[src/rtl/cmas_pkg.sv]
// Shared types and constants for the 8-bit move/add/subtract unit.
// Used by every module of the block; depends on nothing.
package cmas_pkg;

    localparam int DATA_W  = 8;
    localparam int ADDR_W  = 16;
    localparam int CYC_W   = 32;
    localparam int ADD_W   = 3;
    localparam int RIDX_W  = 3;
    localparam int NUM_REGS = 7;

    localparam int S_TDATA_W = 16;
    localparam int M_TDATA_W = 72;

    localparam logic [RIDX_W-1:0] REG_H = 3'd4;
    localparam logic [RIDX_W-1:0] REG_L = 3'd5;
    localparam logic [RIDX_W-1:0] REG_A = 3'd6;
    localparam logic [2:0]        CODE_MEM = 3'd6;
    localparam logic [2:0]        CODE_A   = 3'd7;

    localparam logic [7:0] OP_HALT_SLOT = 8'h76;

    localparam logic [2:0] K_MOVE  = 3'd0;
    localparam logic [2:0] K_LOAD  = 3'd1;
    localparam logic [2:0] K_STORE = 3'd2;
    localparam logic [2:0] K_ALU_R = 3'd3;
    localparam logic [2:0] K_ALU_M = 3'd4;
    localparam logic [2:0] K_BAD   = 3'd5;

    localparam logic [1:0] ALU_ADD = 2'd0;
    localparam logic [1:0] ALU_ADC = 2'd1;
    localparam logic [1:0] ALU_SUB = 2'd2;
    localparam logic [1:0] ALU_SBB = 2'd3;

    localparam logic [ADD_W-1:0] CYC_MOVE  = 3'd5;
    localparam logic [ADD_W-1:0] CYC_MEM   = 3'd7;
    localparam logic [ADD_W-1:0] CYC_ALU_R = 3'd4;
    localparam logic [ADD_W-1:0] CYC_NONE  = 3'd0;

    // result packing offsets, lowest bit first
    localparam int O_WR   = 0;
    localparam int O_ADDR = 1;
    localparam int O_WDAT = 17;
    localparam int O_ACC  = 25;
    localparam int O_S    = 33;
    localparam int O_Z    = 34;
    localparam int O_AC   = 35;
    localparam int O_P    = 36;
    localparam int O_CY   = 37;
    localparam int O_CYC  = 38;
    localparam int O_BAD  = 70;

    typedef struct packed {
        logic [2:0]        kind;
        logic [RIDX_W-1:0] src;
        logic [RIDX_W-1:0] dst;
        logic [1:0]        alu_op;
        logic [DATA_W-1:0] mem;
        logic [ADD_W-1:0]  cyc_add;
    } t_instr;

    typedef struct packed {
        logic full;
        logic empty;
    } t_q_status;

    function automatic logic [RIDX_W-1:0] code_to_reg(input logic [2:0] code);
        logic [RIDX_W-1:0] idx;
        idx = (code == CODE_A) ? REG_A : code;
        return idx;
    endfunction

endpackage

[src/rtl/cmas_front.sv]
// Front end: accepts opcode items and classifies them into decoded requests.
// Depends on cmas_pkg.
module cmas_front (
    input  logic                             i_clk,
    input  logic                             i_rst_n,
    input  logic                             i_valid,
    output logic                             o_ready,
    input  logic [cmas_pkg::S_TDATA_W-1:0]   i_data,
    output logic                             o_push,
    output cmas_pkg::t_instr                 o_instr,
    input  cmas_pkg::t_q_status              i_q_status
);

    logic            r_valid;
    cmas_pkg::t_instr r_instr;
    cmas_pkg::t_instr n_instr;
    logic [7:0]      w_op;
    logic [2:0]      w_dcode;
    logic [2:0]      w_scode;

    assign w_op    = i_data[7:0];
    assign w_dcode = w_op[5:3];
    assign w_scode = w_op[2:0];

    always_comb begin
        n_instr.src     = cmas_pkg::code_to_reg(w_scode);
        n_instr.dst     = cmas_pkg::code_to_reg(w_dcode);
        n_instr.alu_op  = w_op[4:3];
        n_instr.mem     = i_data[15:8];
        n_instr.kind    = cmas_pkg::K_BAD;
        n_instr.cyc_add = cmas_pkg::CYC_NONE;
        if (w_op[7:6] == 2'b01 && w_op != cmas_pkg::OP_HALT_SLOT) begin
            if (w_dcode == cmas_pkg::CODE_MEM) begin
                n_instr.kind    = cmas_pkg::K_STORE;
                n_instr.cyc_add = cmas_pkg::CYC_MEM;
            end else if (w_scode == cmas_pkg::CODE_MEM) begin
                n_instr.kind    = cmas_pkg::K_LOAD;
                n_instr.cyc_add = cmas_pkg::CYC_MEM;
            end else begin
                n_instr.kind    = cmas_pkg::K_MOVE;
                n_instr.cyc_add = cmas_pkg::CYC_MOVE;
            end
        end else if (w_op[7:5] == 3'b100) begin
            if (w_scode == cmas_pkg::CODE_MEM) begin
                n_instr.kind    = cmas_pkg::K_ALU_M;
                n_instr.cyc_add = cmas_pkg::CYC_MEM;
            end else begin
                n_instr.kind    = cmas_pkg::K_ALU_R;
                n_instr.cyc_add = cmas_pkg::CYC_ALU_R;
            end
        end
    end

    assign o_push  = r_valid && !i_q_status.full;
    assign o_ready = !r_valid || !i_q_status.full;
    assign o_instr = r_instr;

    always_ff @(posedge i_clk) begin
        if (!i_rst_n) begin
            r_valid <= 1'b0;
        end else if (o_ready) begin
            r_valid <= i_valid;
        end
    end

    always_ff @(posedge i_clk) begin
        if (o_ready && i_valid) begin
            r_instr <= n_instr;
        end
    end

endmodule

[src/rtl/cmas_queue.sv]
// Short queue of decoded requests between front end and execute stage.
// Depends on cmas_pkg.
module cmas_queue #(
    parameter int DEPTH = 4
) (
    input  logic                i_clk,
    input  logic                i_rst_n,
    input  logic                i_push,
    input  cmas_pkg::t_instr    i_instr,
    input  logic                i_pop,
    output cmas_pkg::t_instr    o_instr,
    output cmas_pkg::t_q_status o_status
);

    localparam int PTR_W = $clog2(DEPTH);
    localparam int CNT_W = $clog2(DEPTH + 1);
    localparam logic [PTR_W-1:0] LAST = PTR_W'(DEPTH - 1);
    localparam logic [CNT_W-1:0] FULL = CNT_W'(DEPTH);

    cmas_pkg::t_instr  r_mem [DEPTH];
    logic [PTR_W-1:0]  r_wr_ptr;
    logic [PTR_W-1:0]  r_rd_ptr;
    logic [CNT_W-1:0]  r_count;
    logic              w_push;
    logic              w_pop;

    assign o_status.full  = (r_count == FULL);
    assign o_status.empty = (r_count == '0);
    assign w_push  = i_push && !o_status.full;
    assign w_pop   = i_pop && !o_status.empty;
    assign o_instr = r_mem[r_rd_ptr];

    always_ff @(posedge i_clk) begin
        if (!i_rst_n) begin
            r_wr_ptr <= '0;
            r_rd_ptr <= '0;
            r_count  <= '0;
        end else begin
            if (w_push) begin
                r_wr_ptr <= (r_wr_ptr == LAST) ? '0 : r_wr_ptr + 1'b1;
            end
            if (w_pop) begin
                r_rd_ptr <= (r_rd_ptr == LAST) ? '0 : r_rd_ptr + 1'b1;
            end
            if (w_push && !w_pop) begin
                r_count <= r_count + 1'b1;
            end else if (w_pop && !w_push) begin
                r_count <= r_count - 1'b1;
            end
        end
    end

    always_ff @(posedge i_clk) begin
        if (w_push) begin
            r_mem[r_wr_ptr] <= i_instr;
        end
    end

endmodule

[src/rtl/cmas_back.sv]
// Execute stage: register file, flags, cycle total and the result register.
// Depends on cmas_pkg.
module cmas_back (
    input  logic                             i_clk,
    input  logic                             i_rst_n,
    input  cmas_pkg::t_instr                 i_instr,
    input  cmas_pkg::t_q_status              i_q_status,
    output logic                             o_pop,
    output logic                             o_valid,
    input  logic                             i_ready,
    output logic [cmas_pkg::M_TDATA_W-1:0]   o_data
);

    logic [cmas_pkg::DATA_W-1:0] r_regs [cmas_pkg::NUM_REGS];
    logic [cmas_pkg::DATA_W-1:0] n_regs [cmas_pkg::NUM_REGS];
    logic [4:0]                  r_flags;
    logic [4:0]                  n_flags;
    logic [cmas_pkg::CYC_W-1:0]  r_cyc;
    logic [cmas_pkg::CYC_W-1:0]  n_cyc;
    logic                        r_valid;
    logic [cmas_pkg::M_TDATA_W-1:0] r_data;
    logic [cmas_pkg::M_TDATA_W-1:0] n_data;

    logic [cmas_pkg::DATA_W-1:0] w_src_val;
    logic [cmas_pkg::DATA_W-1:0] w_a;
    logic [cmas_pkg::DATA_W-1:0] w_b;
    logic                        w_cin;
    logic [8:0]                  w_sum;
    logic [8:0]                  w_diff;
    logic [4:0]                  w_nsum;
    logic [4:0]                  w_ndiff;
    logic [cmas_pkg::DATA_W-1:0] w_res;
    logic                        w_is_sub;
    logic                        w_wr;
    logic [cmas_pkg::DATA_W-1:0] w_wdata;

    assign o_pop   = !i_q_status.empty && (!r_valid || i_ready);
    assign o_valid = r_valid;
    assign o_data  = r_data;

    assign w_src_val = r_regs[i_instr.src];
    assign w_a       = r_regs[cmas_pkg::REG_A];
    assign w_b       = (i_instr.kind == cmas_pkg::K_ALU_M) ? i_instr.mem : w_src_val;
    assign w_cin     = i_instr.alu_op[0] & r_flags[0];
    assign w_is_sub  = i_instr.alu_op[1];
    assign w_sum     = {1'b0, w_a} + {1'b0, w_b} + {8'd0, w_cin};
    assign w_diff    = {1'b0, w_a} - {1'b0, w_b} - {8'd0, w_cin};
    assign w_nsum    = {1'b0, w_a[3:0]} + {1'b0, w_b[3:0]} + {4'd0, w_cin};
    assign w_ndiff   = {1'b0, w_a[3:0]} - {1'b0, w_b[3:0]} - {4'd0, w_cin};
    assign w_res     = w_is_sub ? w_diff[7:0] : w_sum[7:0];

    // flags packed as {S, Z, AC, P, CY}
    always_comb begin
        for (int i = 0; i < cmas_pkg::NUM_REGS; i++) begin
            n_regs[i] = r_regs[i];
        end
        n_flags = r_flags;
        n_cyc   = r_cyc + {{(cmas_pkg::CYC_W - cmas_pkg::ADD_W){1'b0}}, i_instr.cyc_add};
        w_wr    = 1'b0;
        w_wdata = '0;
        case (i_instr.kind)
            cmas_pkg::K_MOVE: begin
                n_regs[i_instr.dst] = w_src_val;
            end
            cmas_pkg::K_LOAD: begin
                n_regs[i_instr.dst] = i_instr.mem;
            end
            cmas_pkg::K_STORE: begin
                w_wr    = 1'b1;
                w_wdata = w_src_val;
            end
            cmas_pkg::K_ALU_R, cmas_pkg::K_ALU_M: begin
                n_regs[cmas_pkg::REG_A] = w_res;
                n_flags = {w_res[7], (w_res == '0),
                           w_is_sub ? w_ndiff[4] : w_nsum[4],
                           ~(^w_res),
                           w_is_sub ? w_diff[8] : w_sum[8]};
            end
            default: begin
                n_cyc = r_cyc;
            end
        endcase
        n_data = '0;
        n_data[cmas_pkg::O_WR] = w_wr;
        n_data[cmas_pkg::O_ADDR +: cmas_pkg::ADDR_W] =
            {r_regs[cmas_pkg::REG_H], r_regs[cmas_pkg::REG_L]};
        n_data[cmas_pkg::O_WDAT +: cmas_pkg::DATA_W] = w_wdata;
        n_data[cmas_pkg::O_ACC +: cmas_pkg::DATA_W]  = n_regs[cmas_pkg::REG_A];
        n_data[cmas_pkg::O_S]  = n_flags[4];
        n_data[cmas_pkg::O_Z]  = n_flags[3];
        n_data[cmas_pkg::O_AC] = n_flags[2];
        n_data[cmas_pkg::O_P]  = n_flags[1];
        n_data[cmas_pkg::O_CY] = n_flags[0];
        n_data[cmas_pkg::O_CYC +: cmas_pkg::CYC_W] = n_cyc;
        n_data[cmas_pkg::O_BAD] = (i_instr.kind == cmas_pkg::K_BAD);
    end

    always_ff @(posedge i_clk) begin
        if (!i_rst_n) begin
            for (int i = 0; i < cmas_pkg::NUM_REGS; i++) begin
                r_regs[i] <= '0;
            end
            r_flags <= '0;
            r_cyc   <= '0;
            r_valid <= 1'b0;
        end else begin
            if (o_pop) begin
                for (int i = 0; i < cmas_pkg::NUM_REGS; i++) begin
                    r_regs[i] <= n_regs[i];
                end
                r_flags <= n_flags;
                r_cyc   <= n_cyc;
                r_valid <= 1'b1;
            end else if (i_ready) begin
                r_valid <= 1'b0;
            end
        end
    end

    always_ff @(posedge i_clk) begin
        if (o_pop) begin
            r_data <= n_data;
        end
    end

endmodule

[src/rtl/cpu8_move_add_sub_unit.sv]
// Top level of the 8-bit move/add/subtract unit: front end, request queue, execute stage.
// An accepted opcode passes the front-end register, the queue and the result register in turn.
// Throughput: one opcode per cycle while m_axis_tready is high, set by the result register.
// Reset: synchronous, active low; registers, flags and cycle total clear to zero, queue empties.
// Depends on cmas_pkg, cmas_front, cmas_queue and cmas_back.
module cpu8_move_add_sub_unit #(
    parameter int QUEUE_DEPTH = 4
) (
    input  logic                           i_clk,
    input  logic                           i_rst_n,
    input  logic                           s_axis_tvalid,
    output logic                           s_axis_tready,
    // opcode[7:0], mem_operand[15:8]
    input  logic [cmas_pkg::S_TDATA_W-1:0] s_axis_tdata,
    output logic                           m_axis_tvalid,
    input  logic                           m_axis_tready,
    // mem_write[0], mem_addr[16:1], mem_wdata[24:17], acc_value[32:25], sign_flag[33],
    // zero_flag[34], aux_carry_flag[35], parity_flag[36], carry_flag[37],
    // cycle_total[69:38], unsupported[70], zero pad[71]
    output logic [cmas_pkg::M_TDATA_W-1:0] m_axis_tdata
);

    logic                q_push;
    logic                q_pop;
    cmas_pkg::t_instr    q_in;
    cmas_pkg::t_instr    q_out;
    cmas_pkg::t_q_status q_status;

    cmas_front u_front (
        .i_clk      (i_clk),
        .i_rst_n    (i_rst_n),
        .i_valid    (s_axis_tvalid),
        .o_ready    (s_axis_tready),
        .i_data     (s_axis_tdata),
        .o_push     (q_push),
        .o_instr    (q_in),
        .i_q_status (q_status)
    );

    cmas_queue #(
        .DEPTH (QUEUE_DEPTH)
    ) u_queue (
        .i_clk    (i_clk),
        .i_rst_n  (i_rst_n),
        .i_push   (q_push),
        .i_instr  (q_in),
        .i_pop    (q_pop),
        .o_instr  (q_out),
        .o_status (q_status)
    );

    cmas_back u_back (
        .i_clk      (i_clk),
        .i_rst_n    (i_rst_n),
        .i_instr    (q_out),
        .i_q_status (q_status),
        .o_pop      (q_pop),
        .o_valid    (m_axis_tvalid),
        .i_ready    (m_axis_tready),
        .o_data     (m_axis_tdata)
    );

`ifndef ASSERT_OFF
    a_no_push_when_full: assert property (@(posedge i_clk) disable iff (!i_rst_n)
        q_status.full |-> !q_push)
        else $error("push into full request queue");

    a_no_pop_when_empty: assert property (@(posedge i_clk) disable iff (!i_rst_n)
        q_status.empty |-> !q_pop)
        else $error("pop from empty request queue");

    a_bad_no_write: assert property (@(posedge i_clk) disable iff (!i_rst_n)
        (m_axis_tvalid && m_axis_tdata[cmas_pkg::O_BAD]) |-> !m_axis_tdata[cmas_pkg::O_WR])
        else $error("unsupported opcode reported a memory write");

    a_wdata_zero: assert property (@(posedge i_clk) disable iff (!i_rst_n)
        (m_axis_tvalid && !m_axis_tdata[cmas_pkg::O_WR])
            |-> (m_axis_tdata[cmas_pkg::O_WDAT +: cmas_pkg::DATA_W] == '0))
        else $error("write data nonzero without a memory write");
`endif

endmodule
[config.mk]
export PLATFORM = sky130hd
export DESIGN_NAME = cpu8_move_add_sub_unit
export DESIGN_NICKNAME = d
export VERILOG_FILES = /design/src/rtl/cmas_pkg.sv /design/src/rtl/cmas_front.sv /design/src/rtl/cmas_queue.sv /design/src/rtl/cmas_back.sv /design/src/rtl/cpu8_move_add_sub_unit.sv
export SDC_FILE = /design/constraint.sdc
export NUM_CORES = 1
export LEC_CHECK = 0
export BUFFER_PORTS_ARGS = -buffer_cell sky130_fd_sc_hd__buf_2
export CELL_PAD_IN_SITES_DETAIL_PLACEMENT = 2
export CELL_PAD_IN_SITES_GLOBAL_PLACEMENT = 2
export CORE_ASPECT_RATIO = 0.75
export CORE_MARGIN = 2
export CORE_UTILIZATION = 39
export CTS_CLUSTER_SIZE = 24
export DETAILED_ROUTE_END_ITERATION = 6
export PLACE_DENSITY_LB_ADDON = 0.1
export SLEW_MARGIN = 20
export SYNTH_ARGS = -nofsm -noshare
export SYNTH_HDL_FRONTEND = slang
export SYNTH_HIERARCHICAL = 1
export SYNTH_SLANG_ARGS = --single-unit
[constraint.sdc]
create_clock -name i_clk -period 5.8 [get_ports i_clk]
set_input_delay 1.74 -clock i_clk [delete_from_list [all_inputs] [get_ports i_clk]]
set_output_delay 1.74 -clock i_clk [all_outputs]
set_load 0.03 [all_outputs]
# Word-level counts from Yosys, hierarchy flattened
# Memories as Yosys holds them, arrays and structs flattened. A register that Yosys moved wholly into a read port is not among the register bits.
# Index checks and enable logic that the tools add are counted.
# totals
regBits	139
latch_bits	0
ramBits	144
rom_bits	0
inputBits	20
out_inout_bits	74
word_cells	126
n_memories	2
# op_classes
n_addsub	13
multipliers	0
n_div	0
n_lt_le_gt_ge	2
eq_ne	15
shift	0
muxes	44
bitwise_logic	10
n_reduce_logical	25
# mem_list
memory	depth	word_bits	read_ports	rd_ports_with_merged_regs	wr	line	rtl
u_queue.r_mem	4	22	1	1	1	cmas_queue.sv:20	cmas_pkg::t_instr r_mem [DEPTH];
u_back.r_regs	7	8	10	2	7	cmas_back.sv:14	logic [cmas_pkg::DATA_W-1:0] r_regs [cmas_pkg::NUM_REGS];
# op_table
op	count
bitwise mux 56 bit	2
case mux 48 bit (2 select lines)	1
2-to-1 mux 8 bit	10
adder 32 x 3 -> 32 bit	1
2-to-1 mux 32 bit	1
2-to-1 mux 3 bit	9
demux 8 bit (select 3 bit)	1
equality test 3 bit, second input constant	8
case mux 8 bit (3 select lines)	1
2-to-1 mux 1 bit	12
2-to-1 mux 2 bit	6
adder 8 x 8 -> 9 bit	1
adder 9 x 1 -> 9 bit	1
logical AND 1 bit	9
subtractor 8 x 8 -> 9 bit	1
subtractor 9 x 1 -> 9 bit	1
logical NOT 8 bit	1
inequality test 8 x 7 -> 1 bit, second input constant	1
XOR reduction 8 bit	1
OR 1 bit	7
equality test 3 x 2 -> 1 bit, second input constant	2
logical NOT 1 bit	6
logical NOT 3 bit	2
adder 4 x 4 -> 5 bit	1
19 further kinds	23

# Longest topological paths before layout
# Gate-level depths: netlist (run 1).
# depth
depth_word	8
ltp_mapped	23
ltp_nobuf	20

# Modules after synthesis
# Netlist (run 1), hierarchy kept.
# modules_own_cells
module	instances	cells_per_inst	area_each_um2	seq_area_each_um2
cmas_back	1	830	9024.9	4574.4
cmas_queue	1	165	3731.1	2822.7
cmas_front	1	52	859.6	680.7

# Least setup slack after synthesis (run 1)
# Ideal clock, no wire load.
# synth_timing
path_kind	input-to-reg
startpoint	in m_axis_tready
endpoint	reg u_queue.r_count[2]
setup_time_ns	0.076
t_arrival_ns	6.104
t_required_ns	5.724
setup_slack_ns	-0.380
path_stages	12
path_buffers	2
cell_sequence	nand2b_1 -> nand2b_1 -> inv_1 -> clkbuf_1 -> buf_1 -> o31ai_1 -> ha_1 -> inv_1 -> fa_1 -> xor2_1 -> or3_1 -> a21boi_0
# synth_between
elab_chain_len	6
word_cells_on_any_way	8
cone_classes	mux: 1; reduce/logical: 7
# synth_lines
item	line	rtl
start: declaration	cpu8_move_add_sub_unit.sv:16	input logic m_axis_tready,
logical OR 1 bit (*)	cmas_back.sv:37	assign o_pop = !i_q_status.empty && (!r_valid || i_ready);
logical AND 1 bit (*)	cmas_back.sv:37	
named net q_pop	cpu8_move_add_sub_unit.sv:24	logic q_pop;
logical AND 1 bit (*)	cmas_queue.sv:30	assign w_pop = i_pop && !o_status.empty;
logical NOT 1 bit	cmas_queue.sv:45	if (w_push && !w_pop) begin
logical AND 1 bit	cmas_queue.sv:45	
2-to-1 mux 3 bit / nonzero test 2 bit (equally long branches)	n/a	
end signal: assignment	cmas_queue.sv:46	r_count <= r_count + 1'b1;
end signal: assignment	cmas_queue.sv:48	r_count <= r_count - 1'b1;
end: declaration	cmas_queue.sv:23	logic [CNT_W-1:0] r_count;
# The timed path passes the listed nets; every way through them passes the cells marked *.
# A chain may end at the register's enable or synchronous reset.

==> results.cfg, run 1 <==
[logic_synthesis]
ys_dominant_reg_cell = sky130_fd_sc_hd__edfxtp_1
yosys_warnings = 6
yosysUniqueCellTypes = 73
synth_edf_count = 237
yosys_register_bits = 285
netlist.top_cell.by_area = sky130_fd_sc_hd__edfxtp_1
synth.top_cell.area_share = 0.5227
register_area_share_after_synthesis = 0.5933
syn-cell-area_mm2 = 0.01362
synthesis.nets = 1104
post_synthesis_area_per_instance_um2 = 13.00
post_synth_most_frequent_cells = 237 x sky130_fd_sc_hd__edfxtp_1, 103 x sky130_fd_sc_hd__nor2_1, 82 x sky130_fd_sc_hd__nand2_1
post_synth_inst_count = 1047
yosys.cell_count.top_type = sky130_fd_sc_hd__edfxtp_1
ys_async_sr_fraction = 0
synth.area.top_cells = sky130_fd_sc_hd__edfxtp_1 52%, sky130_fd_sc_hd__dfxtp_1 7.1%, sky130_fd_sc_hd__mux2i_1 5.1%, sky130_fd_sc_hd__mux4_1 4.2%, sky130_fd_sc_hd__ha_1 2.8%

[cells_and_area]
final_net_count = 1200
final_antenna_diode_count = 0
finalNonFillerCells = 1625
syn_to_final_growth_pct = 14.85
num-fill-cells = 3463
layout_cell_share_with_drive_strength_beyond_1 = 0.1755

[critical_path]
cp.arrival_ps = 5630
cp.required_ps = 6120
reg2regPathDepth = 18
critPathMaxFanout = 19
crit_path_start_kind = register
worstSetupEndpointType = register
worstSetupPathType = register to register

[power_and_ir_drop]
p_per_area_mw_per_mm2 = 597.3
max-vdd-ir-drop_v = 0.0003861
power_leakage_nw = 5.949

[placement]
place.gp.congestion = 0.7634
portbufs = 92
post-place-cells = 1567
detailedPlacementHpwl_um = 25650

[grt]
groute.usage.overall = 0.2035
grt_max_degree = 55
first_global_vias = 9412
grt_antenna_before_repair = 0
globalRouteOverflowTotal = 0
grt_first_pass_wirelength_um = 57210

[timing]
setup-tns-final_ps = 0
final_hold_violating_endpoints = 0
skew_ps = 17.70
timing.max_slew.rel_slack = 0.2825
fmax_ghz = 0.1883
period_share = 0.9154
slew_worst_pin_ps = 1076
setup_viol_count_final = 0
rsz0062_at_grt = false
timing.final.crit_period_ps = 5309
timing_max_transition_violations_final = 0

[floorplanning]
floorplan.die.width_um = 219.8
boundaryPins = 94
die_h_um = 165.8
dieArea_mm2 = 0.03644
floorplan.core_area_mm2 = 0.03455
initial_core_util = 0.3941
placementRows = 59

[route]
routed_via_density = 5.343
routed-via-count = 8683
route.antenna.remaining_nets = 0
drc_errors = 0
routed_len_inst_um = 22.45
first_pass_iters = 7
detail_route.wirelength_um = 36480
number_of_violations_reported_at_the_end_of_detailed_routing_iteration_0 = 616

[clocking]
insertion_delay_ps = 590
cts_setup_buffers = 0
cts_hold_repair.buffers = 0
numCtsBuffers = 31
htree_levels = 1
cts-resized-gates = 0
cts_num_sinks = 285
cts-root-buf = sky130_fd_sc_hd__clkbuf_16
clock_path_buffers = 3
cts_tree = yes
clk_pin_slew_worst_paths_ps = 70

[worst_hold_path]
worstHoldPathCells = 2
holdCritPathClass = register to register

[run]
max-cap-violations = 0

[run_status]
outcome = complete, no violations
worst paths after layout:
kind / start / endpoint / slack, ps
setup / recovery: register / u_back/o_data[36]$_DFFE_PP_ / 490
hold / removal: u_back/r_flags[3]$_SDFFE_PN0P_ / u_back/r_flags[3]$_SDFFE_PN0P_ / 470
setup reg to reg: register / u_back/o_data[36]$_DFFE_PP_ / 490
hold reg to reg: u_back/r_flags[3]$_SDFFE_PN0P_ / u_back/r_flags[3]$_SDFFE_PN0P_ / 470
routing by layer:
layer	up-vias	global-route usage	part of all wire
met2	125	0.3210	0.46
met4	0	0.03531	0.015
met3	42	0.02454	0.028
met1	4484	0.3055	0.50
met5	-	0	0
li1	4032	-	-
layout by cell type, fill, tap and decap left out, drive strengths merged, types with 3 or more instances in the layout:
cell type,count
nand4,8
buf,118
edfxtp,237
o21ai,33
nor2,103
o21a,3
mux4,30
or2,3
a21boi,15
nor3,16
mux2i,70
ha,31
and2,42
dfxtp,48
a31oi,5
clkbuf,45
a21o,4
nand3b,7
clkinv,9
a211oi,3
xnor2,44
nor2b,10
and3,4
nand3,22
inv,38
nor4,3
mux2,10
nand2,82
o221ai,3
xor2,23
or4,3
nand2b,9
nor3b,9
or3,9
fa,6
a21oi,25
through the flow:
stage | power [mW] | hold WS (ps) | setup slack, ps | instance area [um2] | utilization
CTS | 9.425 | 468.3 | 484.9 | 15630 | 0.4524
finish | 9.340 | 466.9 | 490.6 | 15640 | 0.4526
global placement | 7.245 | 442.1 | 635.0 | 14600 | 0.4227
detailed placement | 7.379 | 459.5 | 528.9 | 14600 | 0.4227
floorplan | 6.061 | 431.0 | 672.5 | 13620 | -
global route | 9.920 | 507.1 | 108.2 | 15640 | 0.4526
worst max-delay path, stage by stage, from the launching register on:
cell	delay [ps]
sky130_fd_sc_hd__dfxtp_1	410
sky130_fd_sc_hd__buf_4	360
sky130_fd_sc_hd__mux4_1	760
sky130_fd_sc_hd__nor2_1	190
sky130_fd_sc_hd__nand2_1	110
sky130_fd_sc_hd__mux2i_1	190
sky130_fd_sc_hd__fa_1	470
sky130_fd_sc_hd__ha_1	280
sky130_fd_sc_hd__and2_1	170
sky130_fd_sc_hd__o31a_1	300
sky130_fd_sc_hd__o21a_1	200
sky130_fd_sc_hd__or3_1	300
sky130_fd_sc_hd__a31oi_1	240
sky130_fd_sc_hd__ha_1	290
sky130_fd_sc_hd__xnor2_1	190
sky130_fd_sc_hd__xnor2_1	160
sky130_fd_sc_hd__xnor2_1	150
sky130_fd_sc_hd__xnor2_1	170
sky130_fd_sc_hd__a21oi_1	90
where the power goes:
part | switching (mW) | internal (mW)
logic | 2.76 | 1.50
clock network | 0.839 | 1.16
registers | 0.231 | 2.84
total | 3.83 | 5.51
state kept, by name, summed over array words and instances, names as in the netlist, named ones only:
name / flops
u_queue/r_count: 3
u_queue/r_mem: 88
u_back/o_data: 71
u_queue/r_wr_ptr: 2
u_back/o_valid: 1
u_front/r_valid: 1
u_back/r_regs: 56
u_queue/r_rd_ptr: 2
u_back/r_cyc: 32
u_front/o_instr: 22
u_back/r_flags: 5
kinds of logic (layout without fill, tap and decap cells):
logic type,after synthesis,after routing,share of synthesized area
AOI/OAI and AO/OA,119,119,0.05854
adders and majority gates,37,37,0.03731
other,1,1,0.0002754
muxes,110,110,0.1154
and+or+nand+nor,336,336,0.1239
xor gates and xnor gates,67,67,0.04310
buffers and inverters,92,213,0.02821
DFF,285,285,0.5933
layout make-up:
class | instances | area (um2) | area share
Inverter | 37 | 141.4 | 0.009041
Clock buffer | 45 | 898.4 | 0.05745
Sequential cell | 285 | 8078 | 0.5166
Clock inverter | 13 | 130.1 | 0.008321
Multi-Input combinational cell | 670 | 5162 | 0.3301
Tap cell | 457 | 571.8 | 0.03657
Timing Repair Buffer | 118 | 655.6 | 0.04193
Power figures use the tool's default switching activity.
==> inputs of run 2 (changes only) <==
ABC_AREA = 1   (was unset)
CORE_UTILIZATION = 35   (was 39)
==> run 2 against run 1 <==
Effect of this change: sequential share of layout area shrank 0.59 points; via count grew 19%; routed wire length grew 18%; critical endpoint is now u_back/r_flags[1]$_SDFFE_PN0P_; synthesized area grew 0.67%; worst hold slack lost 9.7 ps; synthesized cell count grew 34%.
==> results.cfg, run 2 <==
[logic_synthesis]
ys_dominant_reg_cell = sky130_fd_sc_hd__edfxtp_1
yosys.cell_count.top_type = sky130_fd_sc_hd__nand2_1
yosys_warnings = 6
post_synth_inst_count = 1403
syn-cell-area_mm2 = 0.01371
register_area_share_after_synthesis = 0.5893
synthesis.nets = 1460
post_synthesis_area_per_instance_um2 = 9.770
synth.area.top_cells = sky130_fd_sc_hd__edfxtp_1 52%, sky130_fd_sc_hd__nand2_1 7.6%, sky130_fd_sc_hd__dfxtp_1 7.0%, sky130_fd_sc_hd__inv_1 5.6%, sky130_fd_sc_hd__o21ai_0 3.9%
yosysUniqueCellTypes = 48
netlist.top_cell.by_area = sky130_fd_sc_hd__edfxtp_1
ys_async_sr_fraction = 0
post_synth_most_frequent_cells = 278 x sky130_fd_sc_hd__nand2_1, 237 x sky130_fd_sc_hd__edfxtp_1, 204 x sky130_fd_sc_hd__inv_1
synth.top_cell.area_share = 0.5192
synth_edf_count = 237
yosys_register_bits = 285

[critical_path]
worst_r2r_endpoint = u_back/r_flags[1]$_SDFFE_PN0P_
cp.required_ps = 6320
cp_slowest_stage_delay_ps = 830
worst_path_max_delay_cell = sky130_fd_sc_hd__dfxtp_1
critPathMaxFanout = 17
reg2regPathDepth = 23
crit_path_start_kind = register
cp.arrival_ps = 5900
critical_path.cell_chain = o21ai_0 -> o22ai_2 -> buf_4 -> a21oi_1 -> o21ai_0 -> nand2_1 -> o21ai_0 -> ha_1 -> inv_1 -> ha_1 -> nand2_1 -> inv_1 -> a21oi_1 -> nor2_1 -> o21ai_0 -> ha_1 -> xnor2_1 -> inv_1 -> nand3_1 -> nand3_1 -> nand2_1 -> nand2_1 -> nand2_1
worstSetupPathType = register to register
critPathMostFrequentCell = sky130_fd_sc_hd__nand2_1
worst-r2r-setup-slack_ps = 430
worstSetupEndpointType = register

[cells_and_area]
final_net_count = 1560
largest_register = u_queue/r_mem
syn_to_final_growth_pct = 15.41
final_antenna_diode_count = 0
num-fill-cells = 4220
mostFrequentLayoutCells = 278 x sky130_fd_sc_hd__nand2_1, 237 x sky130_fd_sc_hd__edfxtp_1, 203 x sky130_fd_sc_hd__inv_1
final_common_cell = sky130_fd_sc_hd__nand2_1
largest_register_ff_count = 88
layout_cell_share_with_drive_strength_beyond_1 = 0.1430

[route]
route.antenna.remaining_nets = 0
routed-via-count = 10310
routed_len_inst_um = 21.11
detail_route.wirelength_um = 42980
first_pass_iters = 4
number_of_violations_reported_at_the_end_of_detailed_routing_iteration_0 = 670
routed_via_density = 5.061
drc_errors = 0

[clocking]
insertion_delay_ps = 590
clk_pin_slew_worst_paths_ps = 60
cts_hold_repair.buffers = 0
cts_setup_buffers = 0
cts_num_sinks = 285
numCtsBuffers = 30
cts-root-buf = sky130_fd_sc_hd__clkbuf_16
htree_levels = 1
clock_path_buffers = 3
cts-resized-gates = 0
cts_tree = yes

[floorplanning]
boundaryPins = 94
die_h_um = 175.4
initial_core_util = 0.3562
dieArea_mm2 = 0.04078
floorplan.die.width_um = 232.5
placementRows = 62
floorplan.core_area_mm2 = 0.03848

[timing]
setup_viol_count_final = 0
timing_max_transition_violations_final = 0
setup-tns-final_ps = 0
timing.max_slew.rel_slack = 0.4120
timing.final.crit_period_ps = 5373
rsz0062_at_grt = false
skew_ps = 18.53
fmax_ghz = 0.1861
period_share = 0.9263
slew_worst_pin_ps = 882.0
final_hold_violating_endpoints = 0

[grt]
grt_max_degree = 62
grt_antenna_before_repair = 1
groute.usage.overall = 0.2116
globalRouteOverflowTotal = 0
first_global_vias = 11010
grt_first_pass_wirelength_um = 66110

[worst_hold_path]
worstHoldPathCells = 0
worstHoldEndpoint = u_back/o_data[16]$_DFFE_PP_
holdCritPathClass = register to register
hp-start = u_back/r_regs[4][7]$_SDFFCE_PN0P_

[placement]
place.gp.congestion = 0.8171
detailedPlacementHpwl_um = 31910
portbufs = 92

[run]
max-cap-violations = 0

[run_status]
outcome = complete, no violations
-- run 2: cell count changes in the layout (fill, tap and decap cells not counted), sizes merged, moves of 16 or more --
cell,change
xnor2,-40
mux2i,-67
inv,+180
o21ai,+110
o211ai,+33
and2,-37
mux4,-30
o22ai,+31
nor2,+16
a21oi,+42
nand3,+21
nand2,+202
-- run 2: cell type report --
| cell class | instances | area (um2) | area share |
|---|---|---|---|
| sequential | 285 | 8078 | 0.5106 |
| multi-input combinational | 849 | 4572 | 0.2890 |
| inverter | 221 | 837.1 | 0.05291 |
| clock buffer | 34 | 807.0 | 0.05102 |
| timing repair buffer | 116 | 665.6 | 0.04208 |
| tap | 512 | 640.6 | 0.04050 |
| clock inverter | 19 | 219.0 | 0.01384 |
-- run 2: how the worst max path moves through the flow --
stage	endpoint	depth (start not counted)	startpoint	slack [ps]
after floorplan	u_back/r_regs[0][0]$_SDFFCE_PN0P_	5	m_axis_tready	480
after global placement	u_back/r_flags[1]$_SDFFE_PN0P_	25	register	830
final	u_back/r_flags[1]$_SDFFE_PN0P_	23	register	430
after CTS	u_back/r_flags[1]$_SDFFE_PN0P_	23	register	480
after global routing	u_back/r_flags[1]$_SDFFE_PN0P_	25	register	30
after detailed placement	u_back/r_flags[1]$_SDFFE_PN0P_	25	register	550
-- run 2: per-layer routing --
layer  vias up  track usage  wire length [um]
met5         -            0                 0
met4         0      0.04299               743
met3        43      0.02776              1281
met2       139       0.3531             20320
met1      5207       0.2958             20630
li1       4916            -                 -
-- run 2: critical path, delay by kind of cell (launching register included) --
kind                     cells  cell delay, ps
AO/OA/AOI/OAI                7            1960
XOR/XNOR                     1             240
adder cells (fa/ha/maj)      3             970
buffers and inverters        4             550
flip-flops                   1             830
AND/OR/NAND/NOR              8             730
-- run 2: kinds of logic (layout without fill, tap and decap cells) --
group,Yosys count,count (layout),synth area share
muxes,3,3,0.002191
and+or+nand+nor,487,487,0.1510
AOI/OAI and AO/OA,291,291,0.1192
DFF,285,285,0.5893
other,1,1,0.0002736
adders and majority gates,37,37,0.03706
buffers and inverters,269,390,0.08069
xor gates and xnor gates,30,30,0.02026
-- run 2: stage by stage --
stage | std cells | setup slack [ps] | hold slack [ps] | instance area [um2] | util
3_5_place_dp | 1983 | 548.7 | 445.4 | 14790 | 0.3845
3_3_place_gp | 1983 | 827.7 | 441.3 | 14790 | 0.3845
6_report | 2036 | 427.3 | 457.2 | 15820 | 0.4111
4_1_cts | 2036 | 475.8 | 460.5 | 15820 | 0.4111
2_1_floorplan | 1403 | 482.3 | 426.2 | 13720 | -
5_1_grt | 2036 | 25.46 | 472.0 | 15820 | 0.4111
Power of run 2 is left out: the tool's default activity adds up to more than one toggle a clock period on the data nets, which glitch-free logic cannot reach.
